[src/design/lifo_stack_with_reverse_unit_defines.svh]
// ----------------------------------------------------------------------------
// LIFO stack assertion macros
// Shared property templates for the stack's concurrent assertions.
// ----------------------------------------------------------------------------
`ifndef LIFO_STACK_WITH_REVERSE_UNIT_DEFINES_SVH
`define LIFO_STACK_WITH_REVERSE_UNIT_DEFINES_SVH

// Same-cycle implication, checked out of reset.
`define LSR_ASSERT_NOW(name, ante, cons, msg) \
    name: assert property (@(posedge clk) disable iff (!rst_n) (ante) |-> (cons)) \
        else $error(msg);

// Next-cycle implication, checked out of reset.
`define LSR_ASSERT_NEXT(name, ante, cons, msg) \
    name: assert property (@(posedge clk) disable iff (!rst_n) (ante) |=> (cons)) \
        else $error(msg);

`endif

[src/design/lsr_pkg.sv]
// ----------------------------------------------------------------------------
// LIFO stack package
// Sizes, operation and status codes, controller states and the command and
// status bundles that pass between the controller and the datapath.
// ----------------------------------------------------------------------------
package lsr_pkg;

    // Storage depth and derived widths.
    localparam int DEPTH  = 16;
    localparam int ADDR_W = $clog2(DEPTH);
    localparam int CNT_W  = 5;
    localparam int WORD_W = 32;

    localparam logic [CNT_W-1:0] DEFAULT_LIMIT = CNT_W'(5);
    localparam logic [CNT_W-1:0] DEPTH_CNT     = CNT_W'(DEPTH);

    // Request operations.
    typedef enum logic [1:0] {
        OP_PUSH    = 2'd0,
        OP_POP     = 2'd1,
        OP_PEEK    = 2'd2,
        OP_REVERSE = 2'd3
    } lsr_op_t;

    // Result status codes.
    typedef enum logic [1:0] {
        ST_OK    = 2'd0,
        ST_EMPTY = 2'd1,
        ST_FULL  = 2'd2
    } lsr_status_t;

    // Controller states.
    typedef enum logic [2:0] {
        S_IDLE,
        S_READ,
        S_SWAP_RD,
        S_SWAP_WH,
        S_SWAP_WL
    } lsr_state_t;

    // Commands from the controller to the datapath.
    typedef struct packed {
        logic accept;     // request taken this cycle
        logic load_now;   // result complete at acceptance
        logic load_late;  // result completes after a read or a reverse
        logic late_read;  // late result carries the read word
        logic rd_en;      // capture memory read data
        logic rd_swap;    // read at the swap pointers rather than the top
        logic wr_hi;      // write the lower word to the upper slot
        logic wr_lo;      // write the upper word to the lower slot
    } lsr_cmd_t;

    // Status from the datapath to the controller.
    typedef struct packed {
        logic fill_zero;  // no words stored
        logic fill_multi; // two or more words stored
        logic swap_last;  // current swap pair is the final one
        logic out_busy;   // output word held and stalled
    } lsr_sts_t;

endpackage

[src/design/lifo_stack_with_reverse_unit.sv]
// ----------------------------------------------------------------------------
// LIFO stack with reverse
// Top level: controller and datapath of a sixteen-word stack of signed words.
// ----------------------------------------------------------------------------
// A push, a refused push, a pop or peek of an empty stack, and a reverse of
// fewer than two words complete at acceptance. A pop or peek of a stored word
// passes through a read state, as the word memory has registered read data. A
// reverse reads each pair together and then writes it back, upper slot first,
// through the memory's single write port. One request is in progress at a
// time; the result sits in an output register, and the next word is taken as
// soon as that register is free or being emptied. The storage needs no
// clearing after reset. The limit register is always ready and should be
// written only while the block is idle.
module lifo_stack_with_reverse_unit
    import lsr_pkg::*;
(
    input  logic                     clk,
    input  logic                     rst_n,
    input  logic                     in_valid,
    output logic                     in_stall,
    input  logic [1:0]               req_type,
    input  logic signed [WORD_W-1:0] push_value,
    output logic                     out_valid,
    input  logic                     out_stall,
    output logic signed [WORD_W-1:0] read_value,
    output logic [1:0]               status,
    output logic [CNT_W-1:0]         occupancy,
    output logic                     empty_flag,
    output logic                     full_flag,
    input  logic                     cfg_valid,
    output logic                     cfg_ready,
    input  logic [CNT_W-1:0]         cfg_data
);

    lsr_cmd_t cmd;
    lsr_sts_t sts;

    // The limit register accepts a write in any cycle.
    assign cfg_ready = 1'b1;

    lsr_ctrl u_ctrl (
        .clk      (clk),
        .rst_n    (rst_n),
        .in_valid (in_valid),
        .in_stall (in_stall),
        .req_type (req_type),
        .sts      (sts),
        .cmd      (cmd)
    );

    lsr_datapath u_datapath (
        .clk        (clk),
        .rst_n      (rst_n),
        .req_type   (req_type),
        .push_value (push_value),
        .cfg_valid  (cfg_valid && cfg_ready),
        .cfg_data   (cfg_data),
        .out_stall  (out_stall),
        .out_valid  (out_valid),
        .read_value (read_value),
        .status     (status),
        .occupancy  (occupancy),
        .empty_flag (empty_flag),
        .full_flag  (full_flag),
        .cmd        (cmd),
        .sts        (sts)
    );

endmodule

[src/design/lsr_ctrl.sv]
// ----------------------------------------------------------------------------
// LIFO stack controller
// Sequences each request: operations that complete at acceptance, the
// top-of-stack read and the read, write, write loop that reverses the stack.
// ----------------------------------------------------------------------------
module lsr_ctrl
    import lsr_pkg::*;
(
    input  logic       clk,
    input  logic       rst_n,
    input  logic       in_valid,
    output logic       in_stall,
    input  logic [1:0] req_type,
    input  lsr_sts_t   sts,
    output lsr_cmd_t   cmd
);

    lsr_state_t state_reg;
    lsr_state_t state_next;
    logic       accept;

    // State register.
    always_ff @(posedge clk or negedge rst_n)
    begin
        if (!rst_n)
        begin
            state_reg <= S_IDLE;
        end
        else
        begin
            state_reg <= state_next;
        end
    end

    // A new word is taken only when idle and the output register can move.
    assign in_stall = (state_reg != S_IDLE) || sts.out_busy;
    assign accept   = in_valid && !in_stall;

    // Next state and commands.
    always_comb
    begin
        state_next = state_reg;
        cmd        = '0;
        case (state_reg)
            S_IDLE:
            begin
                cmd.rd_en = 1'b1;
                if (accept)
                begin
                    cmd.accept = 1'b1;
                    case (lsr_op_t'(req_type))
                        OP_POP, OP_PEEK:
                        begin
                            if (sts.fill_zero)
                            begin
                                cmd.load_now = 1'b1;
                            end
                            else
                            begin
                                state_next = S_READ;
                            end
                        end
                        OP_REVERSE:
                        begin
                            if (sts.fill_multi)
                            begin
                                state_next = S_SWAP_RD;
                            end
                            else
                            begin
                                cmd.load_now = 1'b1;
                            end
                        end
                        default:
                        begin
                            cmd.load_now = 1'b1;
                        end
                    endcase
                end
            end
            S_READ:
            begin
                cmd.load_late = 1'b1;
                cmd.late_read = 1'b1;
                state_next    = S_IDLE;
            end
            S_SWAP_RD:
            begin
                cmd.rd_en   = 1'b1;
                cmd.rd_swap = 1'b1;
                state_next  = S_SWAP_WH;
            end
            S_SWAP_WH:
            begin
                cmd.wr_hi  = 1'b1;
                state_next = S_SWAP_WL;
            end
            S_SWAP_WL:
            begin
                cmd.wr_lo = 1'b1;
                if (sts.swap_last)
                begin
                    cmd.load_late = 1'b1;
                    state_next    = S_IDLE;
                end
                else
                begin
                    state_next = S_SWAP_RD;
                end
            end
            default:
            begin
                state_next = S_IDLE;
            end
        endcase
    end

endmodule

[src/design/lsr_datapath.sv]
// ----------------------------------------------------------------------------
// LIFO stack datapath
// Word memory, fill count, limit register, swap pointers and the output
// register, all driven by the controller's commands.
// ----------------------------------------------------------------------------
`include "lifo_stack_with_reverse_unit_defines.svh"

module lsr_datapath
    import lsr_pkg::*;
(
    input  logic                     clk,
    input  logic                     rst_n,
    input  logic [1:0]               req_type,
    input  logic signed [WORD_W-1:0] push_value,
    input  logic                     cfg_valid,
    input  logic [CNT_W-1:0]         cfg_data,
    input  logic                     out_stall,
    output logic                     out_valid,
    output logic signed [WORD_W-1:0] read_value,
    output logic [1:0]               status,
    output logic [CNT_W-1:0]         occupancy,
    output logic                     empty_flag,
    output logic                     full_flag,
    input  lsr_cmd_t                 cmd,
    output lsr_sts_t                 sts
);

    logic [WORD_W-1:0] word_store [DEPTH];

    logic [CNT_W-1:0]  stack_limit_reg;
    logic [CNT_W-1:0]  fill_count_reg;
    logic [CNT_W-1:0]  fill_count_next;
    logic [ADDR_W-1:0] lo_reg;
    logic [ADDR_W-1:0] hi_reg;
    logic [WORD_W-1:0] rd_a_reg;
    logic [WORD_W-1:0] rd_b_reg;

    logic                     out_valid_reg;
    logic signed [WORD_W-1:0] read_value_reg;
    logic [1:0]               status_reg;
    logic [CNT_W-1:0]         occupancy_reg;
    logic                     empty_flag_reg;
    logic                     full_flag_reg;

    logic [CNT_W-1:0]  lim;
    logic [CNT_W-1:0]  top_sum;
    logic [ADDR_W-1:0] top_addr;
    logic [ADDR_W-1:0] hi_start;
    logic [ADDR_W-1:0] ptr_gap;
    logic              can_push;
    logic              is_push;
    logic              is_pop;
    logic              is_rev;

    logic [WORD_W-1:0] res_value;
    lsr_status_t       res_status;
    logic [CNT_W-1:0]  res_occ;
    logic              res_load;

    // Effective limit: zero selects the default, anything above depth is capped.
    always_comb
    begin
        if (stack_limit_reg == '0)
        begin
            lim = DEFAULT_LIMIT;
        end
        else if (stack_limit_reg > DEPTH_CNT)
        begin
            lim = DEPTH_CNT;
        end
        else
        begin
            lim = stack_limit_reg;
        end
    end

    // Request decode and addresses.
    assign is_push  = (lsr_op_t'(req_type) == OP_PUSH);
    assign is_pop   = (lsr_op_t'(req_type) == OP_POP);
    assign is_rev   = (lsr_op_t'(req_type) == OP_REVERSE);
    assign can_push = (fill_count_reg < lim);
    assign top_sum  = fill_count_reg - CNT_W'(1);
    assign top_addr = top_sum[ADDR_W-1:0];
    assign hi_start = top_sum[ADDR_W-1:0];
    assign ptr_gap  = hi_reg - lo_reg;

    assign sts.fill_zero  = (fill_count_reg == '0);
    assign sts.fill_multi = (fill_count_reg > CNT_W'(1));
    assign sts.swap_last  = (ptr_gap <= ADDR_W'(2));
    assign sts.out_busy   = out_valid_reg && out_stall;

    // Limit register, written from the configuration port.
    always_ff @(posedge clk or negedge rst_n)
    begin
        if (!rst_n)
        begin
            stack_limit_reg <= DEFAULT_LIMIT;
        end
        else if (cfg_valid)
        begin
            stack_limit_reg <= cfg_data;
        end
    end

    // Fill count follows accepted pushes and pops.
    always_comb
    begin
        fill_count_next = fill_count_reg;
        if (cmd.accept && is_push && can_push)
        begin
            fill_count_next = fill_count_reg + CNT_W'(1);
        end
        else if (cmd.accept && is_pop && !sts.fill_zero)
        begin
            fill_count_next = top_sum;
        end
    end

    always_ff @(posedge clk or negedge rst_n)
    begin
        if (!rst_n)
        begin
            fill_count_reg <= '0;
        end
        else
        begin
            fill_count_reg <= fill_count_next;
        end
    end

    // Swap pointers walk inwards from both ends.
    always_ff @(posedge clk)
    begin
        if (cmd.accept && is_rev)
        begin
            lo_reg <= '0;
            hi_reg <= hi_start;
        end
        else if (cmd.wr_lo)
        begin
            lo_reg <= lo_reg + ADDR_W'(1);
            hi_reg <= hi_reg - ADDR_W'(1);
        end
    end

    // Word memory: one write port, two registered read ports.
    always_ff @(posedge clk)
    begin
        if (cmd.accept && is_push && can_push)
        begin
            word_store[fill_count_reg[ADDR_W-1:0]] <= push_value;
        end
        else if (cmd.wr_hi)
        begin
            word_store[hi_reg] <= rd_a_reg;
        end
        else if (cmd.wr_lo)
        begin
            word_store[lo_reg] <= rd_b_reg;
        end
    end

    always_ff @(posedge clk)
    begin
        if (cmd.rd_en)
        begin
            rd_a_reg <= word_store[cmd.rd_swap ? lo_reg : top_addr];
            rd_b_reg <= word_store[hi_reg];
        end
    end

    // Result fields, either complete at acceptance or after the read or reverse.
    always_comb
    begin
        res_value  = '0;
        res_status = ST_OK;
        res_occ    = fill_count_reg;
        res_load   = cmd.load_now || cmd.load_late;
        if (cmd.load_late)
        begin
            res_value = cmd.late_read ? rd_a_reg : '0;
        end
        else
        begin
            case (lsr_op_t'(req_type))
                OP_PUSH:
                begin
                    if (can_push)
                    begin
                        res_occ = fill_count_next;
                    end
                    else
                    begin
                        res_status = ST_FULL;
                    end
                end
                OP_POP:
                begin
                    res_value  = '1;
                    res_status = ST_EMPTY;
                end
                OP_PEEK:
                begin
                    res_status = ST_EMPTY;
                end
                default:
                begin
                    res_status = ST_OK;
                end
            endcase
        end
    end

    // Output register: valid is cleared when the word is taken.
    always_ff @(posedge clk or negedge rst_n)
    begin
        if (!rst_n)
        begin
            out_valid_reg <= 1'b0;
        end
        else if (res_load)
        begin
            out_valid_reg <= 1'b1;
        end
        else if (!out_stall)
        begin
            out_valid_reg <= 1'b0;
        end
    end

    always_ff @(posedge clk)
    begin
        if (res_load)
        begin
            read_value_reg <= res_value;
            status_reg     <= res_status;
            occupancy_reg  <= res_occ;
            empty_flag_reg <= (res_occ == '0);
            full_flag_reg  <= (res_occ >= lim);
        end
    end

    assign out_valid  = out_valid_reg;
    assign read_value = read_value_reg;
    assign status     = status_reg;
    assign occupancy  = occupancy_reg;
    assign empty_flag = empty_flag_reg;
    assign full_flag  = full_flag_reg;

    // Checks on the datapath's own bookkeeping.
    `LSR_ASSERT_NOW(a_fill_in_range, 1'b1, fill_count_reg <= DEPTH_CNT, "fill count above depth")
    `LSR_ASSERT_NOW(a_no_overwrite, sts.out_busy, !res_load, "held output word overwritten")
    `LSR_ASSERT_NEXT(a_pop_decrements, cmd.accept && is_pop && !sts.fill_zero,
        fill_count_reg == $past(top_sum), "pop did not remove the top word")
    `LSR_ASSERT_NOW(a_swap_order, cmd.wr_hi || cmd.wr_lo, hi_reg > lo_reg,
        "swap pointers crossed")

endmodule

[config.mk]
export PLATFORM = sky130hd
export DESIGN_NAME = lifo_stack_with_reverse_unit
export DESIGN_NICKNAME = d
export VERILOG_FILES = /design/src/design/lsr_pkg.sv /design/src/design/lifo_stack_with_reverse_unit.sv /design/src/design/lsr_ctrl.sv /design/src/design/lsr_datapath.sv
export VERILOG_INCLUDE_DIRS = /design/src /design/src/design
export SDC_FILE = /design/constraint.sdc
export NUM_CORES = 1
export LEC_CHECK = 0
export BUFFER_PORTS_ARGS = -buffer_cell sky130_fd_sc_hd__buf_4
export CORE_MARGIN = 1.5
export CORE_UTILIZATION = 35
export CTS_CLUSTER_DIAMETER = 50
export DETAILED_ROUTE_END_ITERATION = 16
export GPL_TIMING_DRIVEN = 0
export HOLD_SLACK_MARGIN = 0.12
export RECOVER_POWER = 25
export SLEW_MARGIN = 20
export SYNTH_ARGS = -nofsm -noshare
export SYNTH_HDL_FRONTEND = slang
export SYNTH_SLANG_ARGS = --single-unit
[constraint.sdc]
create_clock -name clk -period 6.05 [get_ports clk]
set_input_delay 0.9075 -clock clk [delete_from_list [all_inputs] [get_ports clk]]
set_output_delay 0.9075 -clock clk [all_outputs]
set_load 0.03 [all_outputs]
=== Word-level counts from Yosys, hierarchy flattened ===
Memories as Yosys holds them, arrays and structs flattened. A register that Yosys moved wholly into a read port is not among the register bits.
Cells that the tools add are included.

* Bits in registers: 63
* Word-level logic and storage cells: 107
* Output and inout bits: 44
* Memory bits (writable): 512
* Memories: 1
* Bits of input ports: 44

{| class="wikitable"
|+ Memories
! name !! words !! bits a word !! rd ports !! clocked after Yosys merged registers in !! wr ports !! line !! text
|-
| u_datapath.word_store || 16 || 32 || 2 || 2 || 1 || lsr_datapath.sv:28 || <nowiki>logic [WORD_W-1:0] word_store [DEPTH];</nowiki>
|}

* Add/sub/neg operators: 5
* Muxes and demuxes: 50
* Eq/ne operators: 12
* Magnitude comparators: 5
* Reduce and logical (&&, ||, !) cells: 23

{| class="wikitable"
|+ Operator list
! kind !! count
|-
| two-way mux 32 bit || 5
|-
| OR reduction 32 bit || 2
|-
| two-way mux 5 bit || 7
|-
| two-way mux 1 bit || 21
|-
| two-way mux 4 bit || 5
|-
| logical NOT 5 bit || 3
|-
| case mux 3 bit (4 select lines) || 1
|-
| two-way mux 3 bit || 3
|-
| two-way mux 2 bit || 4
|-
| logical AND 1 bit || 7
|-
| == test 3 x 2 -> 1 bit (second input constant) || 2
|-
| inequality test 3 bit (second input constant) || 2
|-
| case mux 3 bit (2 select lines) || 1
|-
| adder 5 x 1 -> 5 bit (second input constant) || 1
|-
| >= comparator 5 bit || 1
|-
| greater-than comparator 5 x 1 -> 1 bit (second input constant) || 1
|-
| greater-than comparator 5 bit (second input constant) || 1
|-
| < comparator 5 bit || 1
|-
| subtractor 5 x 1 -> 5 bit (second input constant) || 1
|-
| adder 4 x 1 -> 4 bit (second input constant) || 1
|-
| == test 2 bit (second input constant) || 2
|-
| less-or-equal comparator 4 x 2 -> 1 bit (second input constant) || 1
|-
| inequality test 2 x 1 -> 1 bit (second input constant) || 2
|-
| case mux 1 bit (2 select lines) || 2
|-
| other kinds (15) || 18
|}

=== Longest topological paths before layout ===
Gate-level depths: netlist of the first run.

* Depth after elaboration: 14
* Mapped depth: 15
* Gate-level depth less buffers: 14

=== By module ===
Synthesis of the first run repeated with hierarchy kept, for this count alone.

* Cells, all modules: 1585
* Area total of the unflattened synthesis: 29834.9 um2

{| class="wikitable"
|+ Modules (own cells, without submodules)
! module !! times used !! cells an instance !! area each (um2)
|-
| lsr_datapath || 1 || 1554 || 29547.1
|-
| lsr_ctrl || 1 || 29 || 276.5
|-
| lifo_stack_with_reverse_unit || 1 || 2 || 11.3
|}

=== Worst setup path before layout of the first run ===
Ideal clock, no wire load.

* Path kind: reg2reg
* Start: register u_ctrl.state_reg[2]
* End: memory u_datapath.word_store[1][0] (enable)
* Clock period less this slack: 6.295 ns
* Stages on the path, launching flop included: 8
* Slack: -0.245 ns
* Path buffers: 1
* Data arrival time: 5.874 ns
* Cell sequence: dfrtp_1 nor2_1 nand3_1 or3_1 clkbuf_1 a31oi_1 nand2_1 nor2_1

* Cells in the longest elaborated chain, start to end: 13

{| class="wikitable"
|+ RTL lines
! item !! line !! text
|-
| start: declaration || lsr_ctrl.sv:18 || <nowiki>lsr_state_t state_reg;</nowiki>
|-
| start signal: assignment || lsr_ctrl.sv:31 || <nowiki>state_reg <= state_next;</nowiki>
|-
| nonzero test 3 bit || lsr_ctrl.sv:36 || <nowiki>assign in_stall = (state_reg != S_IDLE) || sts.out_busy;</nowiki>
|-
| logical OR 1 bit || lsr_ctrl.sv:36 ||
|-
| logical NOT 1 bit || lsr_ctrl.sv:37 || <nowiki>assign accept = in_valid && !in_stall;</nowiki>
|-
| logical AND 1 bit || lsr_ctrl.sv:37 ||
|-
| two-way mux 2 bit || lsr_ctrl.sv:48 || <nowiki>if (accept)</nowiki>
|-
| two-way mux 2 bit || lsr_ctrl.sv:44 || <nowiki>case (state_reg)</nowiki>
|-
| logical AND 1 bit (2 in series) || lsr_datapath.sv:149 || <nowiki>if (cmd.accept && is_push && can_push)</nowiki>
|-
| two-way mux 1 bit || lsr_datapath.sv:149 ||
|-
| two-way mux 1 bit (implied by the code) || lsr_datapath.sv:155 || <nowiki>word_store[hi_reg] <= rd_a_reg;</nowiki>
|-
| OR reduction 32 bit (no source line) || -- ||
|-
| two-way mux 4 bit (no source line) / two-way mux 1 bit (equally long branches) (2 in series) || -- ||
|-
| end: declaration || lsr_datapath.sv:28 ||
|}

Several ways; a longest one is shown, not always the timed one.

=== Worst setup path in the final report of the first run ===
* Start: register u_datapath.hi_reg[1]
* End: register u_datapath.read_value_reg[19], in the netlist u_datapath.read_value[19] (data pin)

* Cells in the longest elaborated chain, start to end: 5

{| class="wikitable"
|+ RTL lines
! item !! line !! text
|-
| start: declaration || lsr_datapath.sv:34 || <nowiki>logic [ADDR_W-1:0] hi_reg;</nowiki>
|-
| start signal: assignment || lsr_datapath.sv:137 || <nowiki>hi_reg <= hi_start;</nowiki>
|-
| start signal: assignment || lsr_datapath.sv:142 || <nowiki>hi_reg <= hi_reg - ADDR_W'(1);</nowiki>
|-
| subtractor 4 bit || lsr_datapath.sv:85 || <nowiki>assign ptr_gap = hi_reg - lo_reg;</nowiki>
|-
| less-or-equal comparator 4 x 2 -> 1 bit || lsr_datapath.sv:89 || <nowiki>assign sts.swap_last = (ptr_gap <= ADDR_W'(2));</nowiki>
|-
| two-way mux 1 bit || lsr_ctrl.sv:101 || <nowiki>if (sts.swap_last)</nowiki>
|-
| case mux 1 bit (2 select lines) || lsr_ctrl.sv:44 ||
|-
| two-way mux 32 bit || lsr_datapath.sv:179 || <nowiki>if (cmd.load_late)</nowiki>
|-
| via u_datapath.res_value[19] || lsr_datapath.sv:55 || <nowiki>logic [WORD_W-1:0] res_value;</nowiki>
|-
| end signal: assignment || lsr_datapath.sv:235 || <nowiki>read_value_reg <= res_value;</nowiki>
|-
| end: declaration || lsr_datapath.sv:39 || <nowiki>logic signed [WORD_W-1:0] read_value_reg;</nowiki>
|}

The timed path passes the listed nets, and every way through them passes these cells.
A chain may end at the register's enable or synchronous reset.

==> impl_metrics.json, run 1 <==
{
  "cts_setup_buffers": 0,
  "port_buffers": 86,
  "drt_first_pass_iters": 8,
  "grt_antenna_before_repair": 0,
  "ys_ff_latch": 639,
  "period_minus_slack_ns": 5.64,
  "wirelength_um": 101000,
  "ys_warn_count": 0,
  "antenna_cells": 0,
  "layout_commonest_cell": "edfxtp_1",
  "placementRows": 107,
  "final_cell_mix": "621 x edfxtp_1, 416 x nand2_1, 270 x a21oi_1",
  "skew_ns": 0.0320,
  "gp_congestion": 0.903,
  "crit_start": "u_datapath.hi_reg[1]",
  "cts_hold_buf": 0,
  "synth.distinct_cells": 62,
  "critPathMaxStageDelay_ns": 0.95,
  "path_clk_slew_ns": 0.06,
  "start_util": 0.353,
  "dp_hpwl_um": 70800,
  "hold_violations": 0,
  "critPathKind": "register to register",
  "grt_max_degree": 25,
  "p_per_area_nw_per_um2": 584,
  "ys_seq_area_frac": 0.635,
  "cts_max_level": 3,
  "crit_chain": "clkbuf_1 > clkbuf_1 > clkbuf_1 > inv_1 > fa_1 > xor2_1 > o21ai_0 > inv_1 > a41oi_1 > and2_1 > clkbuf_1 > buf_2 > a21o_1",
  "cts_tree": "done",
  "core_um2": 85100,
  "grt_pass1_vias": 22400,
  "leakagePower_nw": 12.2,
  "clk_latency_ns": 0.63,
  "async_flop_share": 0.0219,
  "hp-class": "input port to async pin",
  "p_int_w": 0.0113,
  "cts_buffers": 69,
  "violations": "max-capacitance violations, max-slew violations",
  "die-area_um2": 87600,
  "drtAntennaViolNets": 0,
  "ctsResizeCount": 0,
  "nets": 2581,
  "synth_top_flop_cell": "edfxtp_1",
  "drc": 0,
  "fin_cells": 3710,
  "met1_length_um": 38000,
  "crit_slowest_cell": "clkbuf_1",
  "drv_cap": 2,
  "syn-cell-area_um2": 30100,
  "whs_ns": 0.366,
  "syn2layout_area_growth_pct": 16.1,
  "avgRoutedWirePerCell_um": 27.2,
  "vias_per_cell": 5.92,
  "vias": 22000,
  "placedCellCount": 3589,
  "fmax_mhz": 177,
  "crit_path_frequent_cell": "clkbuf_1",
  "ir_drop_mv": 0.517,
  "outcome": "complete, but fails checks",
  "sw_frac_of_total": 0.443,
  "cp_data_required_time_ns": 6.52,
  "top_register": "u_datapath.word_store",
  "synth-edff-count": 621,
  "tns_ns": 0,
  "cts_num_sinks": 639,
  "slew_viol_final": 25,
  "die_width_um": 296,
  "r2r_start": "u_datapath.hi_reg[1]",
  "worstPathArrival_ns": 6.11,
  "grtUsageTotal": 0.227,
  "io_pins": 88,
  "fin_crit_sh": 0.931,
  "share_comb_of_total_power": 0.486,
  "worst_slew_margin_rel": -0.0611,
  "place_ws_ns": 0.690,
  "rsz0062_at_grt": "false",
  "die_h_um": 296,
  "cts_root_buf": "clkbuf_16",
  "end_kind": "register",
  "route.met3.wl_um": 8750,
  "topRoutingLayerUsed": "met4",
  "setup_violations": 0,
  "clk_path_buf_depth": 3,
  "seqPwrFrac": 0.303,
  "grt_pass1_wl_um": 145000,
  "drt_iter0_drc": 2664,
  "synth_cells": 2338,
  "clockPowerShare": 0.211,
  "synth_nets": 2403,
  "critPathMaxFanout": 10,
  "largest_register_ffs": 512,
  "tightest_slew_ns": 1.59,
  "drive_above_1_share": 0.145,
  "avgSynthCellArea_um2": 12.9,
  "route.met2.wl_um": 49100,
  "power.switching_w": 0.00904,
  "critPathLaunchType": "register",
  "grt_overflow": 0,
  "setup_slack_ns": 0.415
}
## synthesized netlist by cell type, types with 8 or more instances
master | number | area (um^2)
nand3_1 | 8 | 40.0
a21o_1 | 35 | 263
buf_1 | 10 | 37.5
mux2i_1 | 131 | 1310
nor2_1 | 103 | 387
a221oi_1 | 32 | 280
buf_6 | 11 | 124
nand2_1 | 417 | 1570
mux4_2 | 64 | 1440
a22o_1 | 64 | 561
a21oi_1 | 269 | 1350
a31oi_1 | 35 | 219
nor3_1 | 13 | 65.1
ha_1 | 20 | 250
o21ai_0 | 48 | 240
a22oi_1 | 128 | 961
xor2_1 | 8 | 70.1
clkbuf_1 | 104 | 390
edfxtp_1 | 621 | 18600
buf_2 | 54 | 270
o221ai_1 | 32 | 280
dfrtp_1 | 12 | 300
xnor2_1 | 9 | 78.8
inv_1 | 13 | 48.8
a21oi_2 | 30 | 263
## worst paths after layout
kind,endpoint,slack (ns),cells past startpoint
max,u_datapath.read_value[19],0.41,13
min,u_datapath.fill_count_reg[0],0.37,1
max reg2reg,u_datapath.read_value[19],0.41,13
min reg2reg,u_datapath.read_value[2],0.55,1
max in group asynchronous,u_ctrl.state_reg[0],5.16,1
min in group clk,u_datapath.stack_limit_reg[4],0.51,3
## cell type report
| class | instances | area, um^2 |
|---|---|---|
| Sequential cell | 639 | 19100 |
| Fill cell | 7904 | 50200 |
| Buffer | 186 | 870 |
| Timing Repair Buffer | 107 | 900 |
| Clock buffer | 82 | 1830 |
| Inverter | 14 | 52.6 |
| Tap cell | 1144 | 1430 |
| Clock inverter | 39 | 432 |
| Multi-Input combinational cell | 1499 | 10300 |
## worst max-delay path: cells and delay by family, from the launching register on
kind / cells / cell delay, ns
flops: 1 / 0.40
buf+inv: 7 / 3.43
compound gates: 3 / 0.80
simple gates: 1 / 0.21
xor+xnor: 1 / 0.15
fa+ha+maj: 1 / 0.49
## power by group through the flow
stage,Clock [W],Combinational (W),Sequential [W]
final,0.00430,0.00990,0.00618
after global routing,0.00451,0.0104,0.00622
after CTS,0.00433,0.00982,0.00617
after global placement,0,0.00939,0.00628
after detailed placement,0,0.00979,0.00626
after floorplan,0,0.00567,0.00645
## stage by stage
step / area (um^2) / power [W] / utilization
finish: 34900 / 0.0204 / 0.410
global route: 34900 / 0.0211 / 0.410
floorplan: 30100 / 0.0121 / -
global placement: 32100 / 0.0157 / 0.377
detailed placement: 32800 / 0.0160 / 0.385
CTS: 35100 / 0.0203 / 0.412
## layer usage
| layer | up-vias | global-route usage |
|---|---|---|
| li1 | 9348 | - |
| met1 | 11100 | 0.278 |
| met2 | 1269 | 0.380 |
| met3 | 296 | 0.0418 |
| met4 | 0 | 0.125 |
| met5 | - | 0 |
## kinds of logic after synthesis
group                      count (synthesis)  share of synthesized area
muxes                                    200                     0.0934
adders and majority gates                 21                    0.00899
xor gates and xnor gates                  17                    0.00495
DFF                                      639                      0.635
buffers and inverters                    200                     0.0308
and+or+nand+nor                          569                     0.0749
other                                      1                   0.000125
AOI/OAI and AO/OA                        691                      0.152
No activity file was read; power rests on OpenSTA's default activity.
==> run 2, diff against run 1 <==
- GPL_TIMING_DRIVEN: 0 -> not set
==> impl_metrics.json, run 2 (synthesis results as in run 1) <==
{
  "core_um2": 85100,
  "setup_violations": 0,
  "fmax_mhz": 203,
  "end_kind": "register",
  "slew_viol_final": 127,
  "p_per_area_nw_per_um2": 562,
  "critPathKind": "register to register",
  "place_ws_ns": 1.78,
  "drtAntennaViolNets": 0,
  "drt_first_pass_iters": 5,
  "cp_data_required_time_ns": 6.22,
  "grt_pass1_vias": 20700,
  "cts_buffers": 71,
  "worst_slew_margin_rel": -0.728,
  "hold_violations": 0,
  "drv_cap": 4,
  "layout_commonest_cell": "edfxtp_1",
  "grt_antenna_before_repair": 0,
  "gp_congestion": 0.828,
  "skew_ns": 0.0228,
  "io_pins": 88,
  "antenna_cells": 0,
  "hp-class": "input port to async pin",
  "syn2layout_area_growth_pct": 14.3,
  "largest_register_ffs": 512,
  "cts_max_level": 3,
  "die-area_um2": 87600,
  "drt_iter0_drc": 2358,
  "grt_max_degree": 143,
  "placementRows": 107,
  "top_register": "u_datapath.word_store",
  "outcome": "complete, but fails checks",
  "clk_path_buf_depth": 3,
  "nets": 2449,
  "worstPathArrival_ns": 5.09,
  "met1_length_um": 36800,
  "violations": "max-capacitance violations, max-slew violations",
  "cts_hold_buf": 0,
  "critPathLaunchType": "register",
  "topRoutingLayerUsed": "met4",
  "period_minus_slack_ns": 4.92,
  "leakagePower_nw": 12.0,
  "setup_slack_ns": 1.13,
  "placedCellCount": 3453,
  "cts_tree": "done",
  "grt_pass1_wl_um": 132000,
  "drc": 0,
  "whs_ns": 0.411,
  "cts_setup_buffers": 0,
  "fin_crit_sh": 0.814,
  "tns_ns": 0,
  "rsz0062_at_grt": "false",
  "final_cell_mix": "621 x edfxtp_1, 415 x nand2_1, 269 x a21oi_1",
  "drive_above_1_share": 0.143,
  "tightest_slew_ns": 2.59,
  "die_h_um": 296,
  "clk_latency_ns": 0.61,
  "ir_drop_mv": 0.660,
  "avgRoutedWirePerCell_um": 25.1,
  "route.met3.wl_um": 7050,
  "fin_cells": 3583,
  "ctsResizeCount": 0,
  "wirelength_um": 90100,
  "grt_overflow": 0,
  "vias": 21000,
  "cts_root_buf": "clkbuf_16",
  "path_clk_slew_ns": 0.06,
  "die_width_um": 296,
  "start_util": 0.353,
  "cts_num_sinks": 639,
  "port_buffers": 86,
  "route.met2.wl_um": 43400,
  "grtUsageTotal": 0.203,
  "critPathMaxFanout": 36,
  "dp_hpwl_um": 52600,
  "vias_per_cell": 5.86
}
[run 2: per-layer routing]
metal,track usage,vias up
met1,0.268,10700
met3,0.0311,174
met5,0,-
met2,0.335,1071
met4,0.0788,0
li1,-,9101
[run 2: worst paths after layout]
kind                                         from                            end  slack (ns)  depth (start not counted)
setup / recovery              u_ctrl.state_reg[2]        u_datapath.rd_a_reg[11]        1.13                          3
hold / removal                              rst_n  u_datapath.stack_limit_reg[1]        0.41                          1
setup reg to reg              u_ctrl.state_reg[2]        u_datapath.rd_a_reg[11]        1.13                          3
hold reg to reg            u_datapath.rd_a_reg[5]       u_datapath.read_value[5]        0.56                          1
max in group asynchronous                   rst_n   u_datapath.fill_count_reg[4]        5.09                          1
min in group clk                      cfg_data[2]  u_datapath.stack_limit_reg[2]        0.55                          2
[run 2: power by group]
| group | switching [W] | total, W | internal, W |
|---|---|---|---|
| combinational | 0.00593 | 0.00866 | 0.00273 |
| sequential | 0.000342 | 0.00628 | 0.00594 |
| clock | 0.00180 | 0.00436 | 0.00255 |
[run 2: final cells by class]
cell class,count,area (um^2)
Clock buffer,81,1880
Clock inverter,47,468
Fill cell,7943,50800
Inverter,14,52.6
Multi-Input combinational cell,1499,10300
Sequential cell,639,19100
Tap cell,1144,1430
Timing Repair Buffer,159,1110
[run 2: through the flow]
step                 util  area [um^2]  power (W)
floorplan               -        30100     0.0121
global placement    0.377        32100     0.0149
detailed placement  0.378        32200     0.0150
CTS                 0.406        34500     0.0194
global route        0.403        34300     0.0202
finish              0.403        34300     0.0193
[run 2: worst max-delay path, cell delays in order, from the launching register on]
cell and delay (ns):
dfrtp_1 0.55, nor2_4 0.18, clkbuf_1 1.79, clkbuf_1 1.88
